$ cat config.mk
export PLATFORM = sky130hd
export DESIGN_NAME = mep_ctrl
export DESIGN_NICKNAME = d
export VERILOG_FILES = /design/src/sv/mep_pkg.sv /design/src/sv/mep_ctrl.sv
export SDC_FILE = /design/constraint.sdc
export NUM_CORES = 1
export LEC_CHECK = 0
export BUFFER_PORTS_ARGS = -buffer_cell sky130_fd_sc_hd__clkbuf_2
export CORE_MARGIN = 2
export CORE_UTILIZATION = 27
export CTS_BUF_LIST = sky130_fd_sc_hd__clkbuf_4 sky130_fd_sc_hd__clkbuf_8
export CTS_CLUSTER_DIAMETER = 150
export CTS_CLUSTER_SIZE = 12
export DETAILED_ROUTE_END_ITERATION = 10
export GPL_TIMING_DRIVEN = 0
export PLACE_DENSITY = 0.47
export SYNTH_ARGS = -nofsm -noshare
export SYNTH_HDL_FRONTEND = slang
export SYNTH_SLANG_ARGS = --single-unit
$ cat constraint.sdc
create_clock -name clk_i -period 1.91 [get_ports clk_i]
set_input_delay 0.2865 -clock clk_i [delete_from_list [all_inputs] [get_ports clk_i]]
set_output_delay 0.2865 -clock clk_i [all_outputs]
set_load 0.02 [all_outputs]
$ cat src/sv/mep_pkg.sv
// Shared types and constants for the Mandelbrot escape-time pixel block.
// No dependencies; compiled first.
package mep_pkg;

  localparam int unsigned COORD_BITS_DEF = 64;
  localparam int unsigned FRAC_BITS_DEF  = 60;
  localparam int unsigned PIX_BITS_DEF   = 12;

  localparam int unsigned DEPTH_BITS  = 16;
  localparam int unsigned CSTEP_BITS  = 32;
  localparam int unsigned COLOUR_BITS = 16;
  localparam int unsigned CPROD_BITS  = DEPTH_BITS + CSTEP_BITS;

  localparam int unsigned CFG_IDX_BITS  = 3;
  localparam int unsigned CFG_DATA_BITS = 64;

  localparam logic [CFG_IDX_BITS-1:0] REG_X_ORIGIN    = 3'd0;
  localparam logic [CFG_IDX_BITS-1:0] REG_Y_ORIGIN    = 3'd1;
  localparam logic [CFG_IDX_BITS-1:0] REG_X_STEP      = 3'd2;
  localparam logic [CFG_IDX_BITS-1:0] REG_Y_STEP      = 3'd3;
  localparam logic [CFG_IDX_BITS-1:0] REG_MAX_ITER    = 3'd4;
  localparam logic [CFG_IDX_BITS-1:0] REG_COLOUR_STEP = 3'd5;

  localparam logic [DEPTH_BITS-1:0] MAX_ITER_RESET    = 16'd25;
  localparam logic [CSTEP_BITS-1:0] COLOUR_STEP_RESET = 32'd171798691;

  // Operand pairs for the shared multiplier
  typedef enum logic [2:0] {
    MSEL_CX,
    MSEL_CY,
    MSEL_XY,
    MSEL_XX,
    MSEL_YY
  } mep_msel_e;

  typedef struct packed {
    logic      pix_load;
    logic      mul_start;
    mep_msel_e mul_sel;
    logic      cx_load;
    logic      cy_load;
    logic      orbit_init;
    logic      xy_load;
    logic      upd1;
    logic      upd2;
    logic      xx_load;
    logic      yy_load;
    logic      iter_inc;
    logic      esc_set;
    logic      colour_calc;
    logic      out_load;
  } mep_cmd_t;

  typedef struct packed {
    logic mul_done;
    logic limit_zero;
    logic iter_last;
    logic escape;
  } mep_status_t;

endpackage

$ cat src/sv/mep_ctrl.sv
// Controller: sequences point mapping, orbit steps, escape test and result hand-off.
// Depends on mep_pkg.
module mep_ctrl (
  input  logic                 clk_i,
  input  logic                 rst_ni,
  input  logic                 in_valid_i,
  input  logic                 out_ready_i,
  input  mep_pkg::mep_status_t status_i,
  output mep_pkg::mep_cmd_t    cmd_o,
  output logic                 in_ready_o,
  output logic                 out_valid_o
);
  import mep_pkg::*;

  typedef enum logic [3:0] {
    S_IDLE,
    S_CX_RUN,
    S_CY_RUN,
    S_XY_GO,
    S_XY_RUN,
    S_UPD1,
    S_UPD2,
    S_XX_GO,
    S_XX_RUN,
    S_YY_RUN,
    S_TEST,
    S_COLOUR,
    S_FINISH
  } state_e;

  state_e   state_q, state_d;
  logic     out_valid_q, out_valid_d;
  logic     out_free;
  mep_cmd_t cmd;

  assign in_ready_o = (state_q == S_IDLE);
  assign out_free   = !out_valid_q || out_ready_i;

  always_comb begin
    cmd         = '0;
    state_d     = state_q;
    out_valid_d = out_valid_q && !out_ready_i;
    case (state_q)
      S_IDLE: begin
        if (in_valid_i) begin
          cmd.pix_load  = 1'b1;
          cmd.mul_start = 1'b1;
          cmd.mul_sel   = MSEL_CX;
          state_d       = S_CX_RUN;
        end
      end
      S_CX_RUN: begin
        if (status_i.mul_done) begin
          cmd.cx_load   = 1'b1;
          cmd.mul_start = 1'b1;
          cmd.mul_sel   = MSEL_CY;
          state_d       = S_CY_RUN;
        end
      end
      S_CY_RUN: begin
        if (status_i.mul_done) begin
          cmd.cy_load    = 1'b1;
          cmd.orbit_init = 1'b1;
          state_d        = status_i.limit_zero ? S_FINISH : S_XY_GO;
        end
      end
      S_XY_GO: begin
        cmd.mul_start = 1'b1;
        cmd.mul_sel   = MSEL_XY;
        state_d       = S_XY_RUN;
      end
      S_XY_RUN: begin
        if (status_i.mul_done) begin
          cmd.xy_load = 1'b1;
          state_d     = S_UPD1;
        end
      end
      S_UPD1: begin
        cmd.upd1 = 1'b1;
        state_d  = S_UPD2;
      end
      S_UPD2: begin
        cmd.upd2 = 1'b1;
        state_d  = S_XX_GO;
      end
      S_XX_GO: begin
        cmd.mul_start = 1'b1;
        cmd.mul_sel   = MSEL_XX;
        state_d       = S_XX_RUN;
      end
      S_XX_RUN: begin
        if (status_i.mul_done) begin
          cmd.xx_load   = 1'b1;
          cmd.mul_start = 1'b1;
          cmd.mul_sel   = MSEL_YY;
          state_d       = S_YY_RUN;
        end
      end
      S_YY_RUN: begin
        if (status_i.mul_done) begin
          cmd.yy_load = 1'b1;
          state_d     = S_TEST;
        end
      end
      S_TEST: begin
        if (status_i.escape) begin
          cmd.esc_set = 1'b1;
          state_d     = S_COLOUR;
        end else if (status_i.iter_last) begin
          state_d = S_FINISH;
        end else begin
          // next step starts right away from the current x, y
          cmd.iter_inc  = 1'b1;
          cmd.mul_start = 1'b1;
          cmd.mul_sel   = MSEL_XY;
          state_d       = S_XY_RUN;
        end
      end
      S_COLOUR: begin
        cmd.colour_calc = 1'b1;
        state_d         = S_FINISH;
      end
      S_FINISH: begin
        if (out_free) begin
          cmd.out_load = 1'b1;
          out_valid_d  = 1'b1;
          state_d      = S_IDLE;
        end
      end
      default: begin
        state_d = S_IDLE;
      end
    endcase
  end

  always_ff @(posedge clk_i or negedge rst_ni) begin
    if (!rst_ni) begin
      state_q     <= S_IDLE;
      out_valid_q <= 1'b0;
    end else begin
      state_q     <= state_d;
      out_valid_q <= out_valid_d;
    end
  end

  assign cmd_o       = cmd;
  assign out_valid_o = out_valid_q;

endmodule

# Word level (Yosys, flattened, before mapping)
# Index checks and enable logic that the tools add are counted.
[op_classes]
n_reduce_logical = 6
n_eq_ne = 19
muxes = 36
[op_table]
columns = ["op", "n"]
rows = [
  ["two-way mux 4 bit", 13],
  ["one-hot mux 4 bit (13 select lines)", 1],
  ["one-hot mux 4 bit (6 select lines)", 1],
  ["equality test 4 bit (second input constant)", 5],
  ["equality test 4 x 3 -> 1 bit (second input constant)", 4],
  ["two-way mux 1 bit", 16],
  ["!= test 2 bit (second input constant)", 7],
  ["two-way mux 5 bit", 2],
  ["equality test 4 x 2 -> 1 bit (second input constant)", 2],
  ["AND reduction 7 bit", 1],
  ["two-way mux 2 bit", 3],
  ["equality test 4 x 1 -> 1 bit (second input constant)", 1],
  ["zero test 4 bit", 1],
  ["zero test 1 bit", 2],
  ["logical AND 1 bit", 1],
  ["logical OR 1 bit", 1],
]
[word_totals]
in_bits = 8
wordCells = 63
out_inout_bits = 19
register_bits = 5

# Logic depth before layout (Yosys ltp)
# Gate-level depths: netlist of the first run.
[depth]
word_depth = 4
depth_mapped = 5

# Least setup slack after synthesis of the first run
# No wires, ideal clock.
[synth_timing]
kind = "reg2out"
startpoint = "reg state_q[0]"
endpoint = "out cmd_o[16] in the netlist's numbering"
path_stages_with_launch = 5
slack_ns = -0.160
t_arrival_ns = 1.784
path_cell_list = "dfrtp_1 -> buf_6 -> clkbuf_1 -> nor4_1 -> and2_1"
[synth_rtl]
columns = ["element", "line_no", "text"]
rows = [
  ["from (decl)", "mep_ctrl.sv:31", "state_e state_q, state_d;"],
  ["from (signal assigned)", "mep_ctrl.sv:141", "state_q <= state_d;"],
  ["to (decl)", "mep_ctrl.sv:9", "output mep_pkg::mep_cmd_t cmd_o,"],
]

==> flow_summary.toml, run 1 <==
[cells_and_area]
fin_util = 0.419
final_nets = 130
drive_gt1_frac = 0.479
n_antenna_cell = 0
layout.cells.non_filler = 149
final_cell_area_um2 = 918
syn2layout_area_growth_pct = 48.6

[clock_network]
ctsLongestPathBuffers = 2
cts_buffers = 3
cts_tree = "built"
cts_root_buf = "clkbuf_4"
cts_sinks = 5
cts.htree.levels = 1
cts.reportedPaths.clkPinSlew_ns = 0.04
insertion_delay_ns = 0.24

[sta]
setup_violations = 0
finalHoldViolCount = 0
rsz0062_at_grt = "true"
maxSlewHeadroom = 0.803
min_period_ns = 1.83
worst_slack_ns = 0.0783
hold_slack_ns = 0.359
skew_ns = 0.00505
worst_pin_slew_ns = 0.294
maxSlewViolCount = 0
setup_tns_ns = 0
max_freq_mhz = 546
fin_crit_sh = 0.959

[synthesis]
synth.yosys.seq_area_share = 0.202
synth_seq_cells = 5
async_reset_ff_frac = 1.00
yosysTopAreaCell = "dfrtp_1"
synth_cell_type_count = 36
synthCells = 87
synth_top_family_by_area = "simple AND/OR/NAND/NOR gates"
synth_compound_area_frac = 0.263
synth_area_um2 = 618
yosysWarnings = 0
syn_nets = 95
synth_mux_area_frac = 0.0405
synth_edf_count = 0
synth_xor_area_frac = 0.0142
synth_top_cells_by_area = "dfrtp_1 (20%), nor2_1 (6.7%), nand2_1 (5.5%)"
synth-simple-area-share = 0.370
synthAdderAreaFrac = 0
synth.top_cell.area_share = 0.202
synth_ff_type = "dfrtp_1"
synth.avg_cell_area_um2 = 7.10

[power_and_ir_drop]
ir_worst_vdd_v = 0.000722
leakagePower_nw = 0.438
cellPowerDensity_nw_per_um2 = 1540
total_power_mw = 1.41

[place]
dp.final_hpwl_mm = 1.49
place_ws_ns = 0.117
io_buffers = 25
post_dp_cell_area_um2 = 785
dp_cells = 140
place_congestion = 0.803

[setup_path]
cpMaxStageDelayCell = "dfrtp_1"
crit_fanout = 10
critPathLaunchType = "flop"
cp.arrival_ns = 1.55
crit_top_cell = "buf_4"
critPathKind = "reg2out"
slowest_delay_ns = 0.36
cp_data_required_time_ns = 1.62
cp-end-kind = "output port"
worstPathCellList = "buf_6 -> buf_4 -> nor3_4 -> a21oi_2 -> o22ai_1 -> buf_4"

[drt]
wire_per_inst_um = 13.7
viasPerCell = 5.09
num_vias = 759
drc = 0
dr.pass1.iters = 4
drtAntennaViolNets = 0
wl_mm = 2.04
drtIter0Drc = 13

[global_route]
antenna_found_initial = 0
grt-ovfl-total = 0
grt_max_degree = 11
grt_pass1_vias = 723
grt_pass1_wl_mm = 3.34
grt_usage = 0.167

[outcome]
status = "finished clean"

[floorplan]
die_y_um = 51.8
ios = 27
rows = 17
dieWidth_um = 51.8
start_util = 0.282
dieArea_um2 = 2690
core_um2 = 2190

[min_path]
hp-class = "in2reg"

[flow_run]
cap_violations = 0
-- cells in the final DEF (no fill, tap or decap), drive strengths merged, types with 2 or more instances in the layout --
master	netlist	final
clkbuf	1	29
buf	8	13
nor2	11	11
nand2	9	9
nor3	6	6
a21oi	6	6
dfrtp	5	5
nor2b	4	4
o21ai	4	4
nand2b	3	3
inv	4	3
nor4	2	2
a22oi	2	2
o21a	2	2
o31ai	2	2
-- synth_stat cells (2+ instances only) --
| cell | number |
|---|---|
| buf_2 | 6 |
| o31ai_1 | 2 |
| nand2_1 | 9 |
| a21oi_1 | 6 |
| nor4_1 | 2 |
| dfrtp_1 | 5 |
| o21ai_0 | 3 |
| nor2_1 | 11 |
| nor2b_1 | 4 |
| o21a_1 | 2 |
| nand2b_1 | 3 |
| a22oi_1 | 2 |
| inv_1 | 4 |
| nor3_1 | 6 |
-- worst max-delay path, delay by kind of cell, from the launching register on --
family	cells	cell delay, ns
AND/OR/NAND/NOR	1	0.21
buffers and inverters	3	0.48
AO/OA/AOI/OAI	2	0.25
flip-flops	1	0.36
-- power breakdown --
part           internal [mW]  switching (mW)  total [mW]
clock                 0.0930          0.0413       0.134
combinational          0.456           0.656        1.11
sequential             0.148          0.0198       0.168
total                  0.697           0.717        1.41
-- area by class of cell --
class,count,area [um^2]
well taps,28,35.0
clock buffers,4,30.0
plain buffers,9,71.3
fillers,242,1270
repair buffers,30,168
multi-input cells,69,470
inverters,4,18.8
flip-flops and latches,5,125
-- timing repair --
| item | in CTS | in global routing |
|---|---|---|
| setup endpoints to repair | 6 | 8 |
| hold endpoints to repair | 5 | 0 |
| gates resized for setup | 6 | 15 |
| cloned | 0 | 0 |
| hold buffers | 1 | 0 |
| buffers inserted | 0 | 4 |
| pin swaps | 0 | 1 |
-- flip-flops by register name, indices dropped and copies added (netlist names) --
register,count
out_valid_o,1
state_q,4
-- cell families after synthesis --
| kind of cell | count (synthesis) |
|---|---|
| AOI/OAI and AO/OA | 23 |
| xor gates and xnor gates | 1 |
| buffers and inverters | 13 |
| DFF | 5 |
| muxes | 2 |
| and+or+nand+nor | 43 |
-- path summary, 6_finish.rpt --
check	startpoint	to	slack, ns	cells after the start
min	out_ready_i	out_valid_o	0.36	3
min reg2reg	out_valid_o	out_valid_o	0.53	2
max reg2reg	state_q[1]	state_q[3]	0.35	6
max	state_q[0]	cmd_o[15]	0.08	6
min in group asynchronous	rst_ni	state_q[3]	0.40	2
max in group asynchronous	rst_ni	state_q[2]	1.37	2
-- per-layer routing --
metal / GRT usage / routed length [um]
met1: 0.214 / 912
met2: 0.283 / 1020
met3: 0.0345 / 102
met4: 0.0395 / 0
met5: 0 / 0
No activity file was read; power rests on OpenSTA's default activity.
==> inputs of run 2 (changes only) <==
--- a/config.mk
+++ b/config.mk
@@ -12,7 +12,6 @@
 export CTS_CLUSTER_DIAMETER = 150
 export CTS_CLUSTER_SIZE = 12
 export DETAILED_ROUTE_END_ITERATION = 10
-export GPL_TIMING_DRIVEN = 0
 export PLACE_DENSITY = 0.47
 export SYNTH_ARGS = -nofsm -noshare
 export SYNTH_HDL_FRONTEND = slang
==> run 2 against run 1 <==
Compared with the run above: critical path depth is 2 lower; hold slack worse by 0.020 ns; critical path type unchanged; design area is 11% lower; register-to-register slack worse by 0.06 ns; via count is 4.1% lower; sequential power is 82% higher; combinational power is 27% lower; clock power is 5% higher; maximum frequency is 2.4% higher; total power is 11% lower; die area stayed put.
==> flow_summary.toml, run 2 (same netlist as run 1, synthesis figures left out) <==
[outcome]
status = "finished clean"

[global_route]
antenna_found_initial = 0
grt_usage = 0.159
grt_pass1_vias = 684
grt_max_degree = 19
grt-ovfl-total = 0
grt_pass1_wl_mm = 3.14

[cells_and_area]
drive_gt1_frac = 0.425
largest_register_ff_count = 4
layout_commonest_cell = "clkbuf_2"
layout.cells.non_filler = 141
fin_util = 0.374
final_cell_area_um2 = 820
largest-register = "state_q"
n_antenna_cell = 0
syn2layout_area_growth_pct = 32.6
fillers = 254
final_nets = 122
most-common-layout-cells = "clkbuf_2 (26), nor2_1 (10), nand2_1 (9), nor3_1 (6), a21oi_1 (6)"

[sta]
max_freq_mhz = 559
setup_tns_ns = 0
maxSlewHeadroom = 0.795
finalHoldViolCount = 0
maxSlewViolCount = 0
worst_pin_slew_ns = 0.307
fin_crit_sh = 0.936
rsz0062_at_grt = "false"
hold_slack_ns = 0.339
min_period_ns = 1.79
skew_ns = 0.00565
setup_violations = 0

[power_and_ir_drop]
leakagePower_nw = 0.385
cellPowerDensity_nw_per_um2 = 1540
ir_worst_vdd_v = 0.000770

[drt]
drc = 0
num_vias = 728
wl_mm = 1.86
drtIter0Drc = 16
drtAntennaViolNets = 0
viasPerCell = 5.16
dr.pass1.iters = 4
wire_per_inst_um = 13.2

[clock_network]
cts_tree = "built"
cts_sinks = 5
cts.reportedPaths.clkPinSlew_ns = 0.05
cts_root_buf = "clkbuf_4"
cts_setup_buffers = 0
cts.htree.levels = 1
insertion_delay_ns = 0.25
cts_buffers = 3
ctsLongestPathBuffers = 2

[floorplan]
dieWidth_um = 51.8
core_um2 = 2190
start_util = 0.282
die_y_um = 51.8
rows = 17
ios = 27
dieArea_um2 = 2690

[setup_path]
crit_fanout = 18
cp_data_required_time_ns = 1.62
cp-end-kind = "output port"
critPathKind = "reg2out"
critPathLaunchType = "flop"
cp.arrival_ns = 1.50

[place]
dp.final_hpwl_mm = 1.39
post_dp_cell_area_um2 = 767
io_buffers = 26
dp_cells = 136
place_congestion = 0.740

[min_path]
hp-class = "in2reg"

[flow_run]
cap_violations = 0
-- run 2: cell count changes in the layout (fill, tap and decap cells not counted), moves of 2 or more --
cell and delta:
clkbuf_2 +2, buf_4 -3, dfrtp_2 +3, buf_2 -3
dfrtp_1 -4, buf_6 -3
-- run 2: what timing repair did --
action | CTS | global route
endpoints found under the hold margin | 5 | 0
resized for setup | 1 | 7
hold buffers | 1 | 0
setup endpoints to repair | 4 | 12
-- run 2: per-stage QoR --
step,power (mW),worst slack (ns)
4_1_cts,1.26,0.00548
3_5_place_dp,1.11,0.197
3_3_place_gp,1.11,0.244
5_1_grt,1.38,0.000382
6_report,1.26,0.122
2_1_floorplan,0.903,0.0925
-- run 2: critical path, cell delays in order (launching register included) --
cell	delay [ns]
dfrtp_4	0.57
nor2_1	0.15
nand3_1	0.20
nor2_2	0.15
clkbuf_2	0.18
-- run 2: area by class of cell --
| cell class | count | area (um^2) | area share |
|---|---|---|---|
| multi-input cells | 69 | 437 | 0.533 |
| repair buffers | 31 | 170 | 0.208 |
| flip-flops and latches | 5 | 133 | 0.162 |
| well taps | 28 | 35.0 | 0.0427 |
| clock buffers | 4 | 30.0 | 0.0366 |
| inverters | 4 | 15.0 | 0.0183 |
-- run 2: worst paths after layout --
path                       cells past startpoint     endpoint  slack (ns)        start
setup reg to reg                               4   state_q[3]        0.29   state_q[3]
min in group asynchronous                      2  out_valid_o        0.41       rst_ni
max in group asynchronous                      2   state_q[2]        1.34       rst_ni
hold / removal                                 3  out_valid_o        0.34  out_ready_i
setup / recovery                               4     cmd_o[9]        0.12   state_q[3]
hold reg to reg                                2  out_valid_o        0.54  out_valid_o
-- run 2: power by group --
| part | total (mW) | internal [mW] | switching, mW |
|---|---|---|---|
| logic | 0.815 | 0.355 | 0.460 |
| registers | 0.305 | 0.157 | 0.148 |
| clock network | 0.141 | 0.0934 | 0.0475 |
| total | 1.26 | 0.606 | 0.655 |
-- run 2: layer usage --
layer  vias up  GRT usage  part of all wire
li1        365          -                 -
met1       340      0.213              0.46
met3         2     0.0431             0.047
met5         -          0                 0
met2        21      0.251              0.49
met4         0     0.0395            0.0065
==> inputs of run 3 (changes only) <==
--- a/config.mk
+++ b/config.mk
@@ -6,13 +6,15 @@
 export NUM_CORES = 1
 export LEC_CHECK = 0
 export BUFFER_PORTS_ARGS = -buffer_cell sky130_fd_sc_hd__clkbuf_2
+export CELL_PAD_IN_SITES_DETAIL_PLACEMENT = 1
+export CELL_PAD_IN_SITES_GLOBAL_PLACEMENT = 1
 export CORE_MARGIN = 2
 export CORE_UTILIZATION = 27
 export CTS_BUF_LIST = sky130_fd_sc_hd__clkbuf_4 sky130_fd_sc_hd__clkbuf_8
-export CTS_CLUSTER_DIAMETER = 150
+export CTS_CLUSTER_DIAMETER = 50
 export CTS_CLUSTER_SIZE = 12
 export DETAILED_ROUTE_END_ITERATION = 10
-export PLACE_DENSITY = 0.47
+export PLACE_DENSITY = 0.65
 export SYNTH_ARGS = -nofsm -noshare
 export SYNTH_HDL_FRONTEND = slang
 export SYNTH_SLANG_ARGS = --single-unit
==> run 3 against run 2 <==
Compared with the run above: wire length increased by 10%; total power increased by 1.2%; core utilization up 0.29 points; clock skew down 0.0023 ns; clock-buffer cell count did not move; combinational power is 3.4% higher; maximum frequency barely moved; global-route usage grew 1.6 points; first-iteration DRC count is 75% lower; critical endpoint is now cmd_o[5]; non-clock buffer count is the same; clock power shrank 4%.
==> flow_summary.toml, run 3 (same netlist as run 1, synthesis figures left out) <==
[outcome]
status = "finished clean"

[drt]
wire_per_inst_um = 14.5
drc = 0
wl_mm = 2.05
num_vias = 745
dr.pass1.iters = 4
viasPerCell = 5.28
drtAntennaViolNets = 0
drtIter0Drc = 4

[setup_path]
critPathKind = "reg2out"
critPathBufInv = 1
cp-end-kind = "output port"
critPathLaunchType = "flop"
cp_data_required_time_ns = 1.62
crit_fanout = 18
crit_family = "simple AND/OR/NAND/NOR gates"
crit_top_cell = "nor2_1"
r2r_start = "state_q[0]"
cp.arrival_ns = 1.50
slowest_delay_ns = 0.52
cpMaxStageDelayCell = "dfrtp_2"
startpoint = "state_q[0]"
worstPathCellList = "nor2_1 -> nand2_1 -> nor2_1 -> clkbuf_2"

[sta]
max_freq_mhz = 560
min_period_ns = 1.79
setup_violations = 0
skew_ns = 0.00339
worst_pin_slew_ns = 0.321
maxSlewHeadroom = 0.786
hold_slack_ns = 0.376
fin_crit_sh = 0.936
rsz0062_at_grt = "true"
finalHoldViolCount = 0
maxSlewViolCount = 0

[floorplan]
ios = 27
dieWidth_um = 51.8
core_um2 = 2190
dieArea_um2 = 2690
die_y_um = 51.8
rows = 17
start_util = 0.282

[clock_network]
cts.reportedPaths.clkPinSlew_ns = 0.04
cts_sinks = 5
insertion_delay_ns = 0.24
ctsLongestPathBuffers = 2
cts.htree.levels = 1
cts_buffers = 3
cts_tree = "built"
cts_root_buf = "clkbuf_4"
cts_setup_buffers = 0

[min_path]
hp-class = "in2reg"
min_from = "out_ready_i"

[cells_and_area]
most-common-layout-cells = "clkbuf_2 (26), nor2_1 (11), nand2_1 (9), nor3_1 (6), a21oi_1 (6)"
drive_gt1_frac = 0.434
final_nets = 122
final_cell_area_um2 = 826
syn2layout_area_growth_pct = 33.6
largest_register_ff_count = 4
n_antenna_cell = 0
layout_commonest_cell = "clkbuf_2"
largest-register = "state_q"

[place]
dp.final_hpwl_mm = 1.54
post_dp_cell_area_um2 = 767
io_buffers = 26
place_congestion = 0.780

[power_and_ir_drop]
cellPowerDensity_nw_per_um2 = 1550
ir_worst_vdd_v = 0.000698
total_power_mw = 1.28
leakagePower_nw = 0.388

[flow_run]
cap_violations = 0

[global_route]
grt_pass1_vias = 734
antenna_found_initial = 0
grt_pass1_wl_mm = 3.50
grt-ovfl-total = 0
grt_usage = 0.175
grt_max_degree = 19
run 3: cell counts in the layout (fill, tap and decap cells not counted):
Identical to the previous run, type by type.
run 3: final timing paths:
path,end,slack [ns],cells after the start
max reg2reg,state_q[3],0.31,4
min reg2reg,out_valid_o,0.54,2
max,cmd_o[5],0.12,4
min in group asynchronous,state_q[0],0.41,2
min,out_valid_o,0.38,3
max in group asynchronous,state_q[2],1.34,2
run 3: layout make-up:
class	instances	area (um^2)
Clock buffer	4	30.0
Fill cell	286	1370
Inverter	4	15.0
Multi-Input combinational cell	69	445
Sequential cell	5	130
Tap cell	28	35.0
Timing Repair Buffer	31	170
run 3: worst register-to-register path, cell delays in order (launching register included):
cell	delay [ns]
dfrtp_2	0.52
or3_4	0.43
nand4_2	0.13
o211ai_2	0.11
mux2_4	0.30
run 3: timing repair:
item	in CTS	in global routing
hold endpoints to repair	5	0
hold buffers	1	0
gates resized for setup	2	6
endpoints found under the setup margin	6	10
run 3: through the flow:
step / setup TNS [ns] / setup slack [ns] / cells / utilization
after global routing: -0.00342 / -0.00342 / 141 / 0.377
after floorplan: 0 / 0.0925 / 87 / -
after detailed placement: 0 / 0.206 / 136 / 0.350
after CTS: 0 / 0.0264 / 141 / 0.370
final: 0 / 0.123 / 141 / 0.377
after global placement: 0 / 0.243 / 136 / 0.350
run 3: power breakdown:
group / internal [mW] / switching (mW)
sequential: 0.154 / 0.143
clock: 0.0931 / 0.0425
combinational: 0.356 / 0.487
run 3: metal layers:
metal,GRT usage,part of all wire,wire [um],vias up
met1,0.219,0.46,947,355
met5,0,0,0,-
li1,-,-,-,366
met3,0.0431,0.049,100,2
met2,0.293,0.48,984,22
met4,0.0570,0.0068,14,0
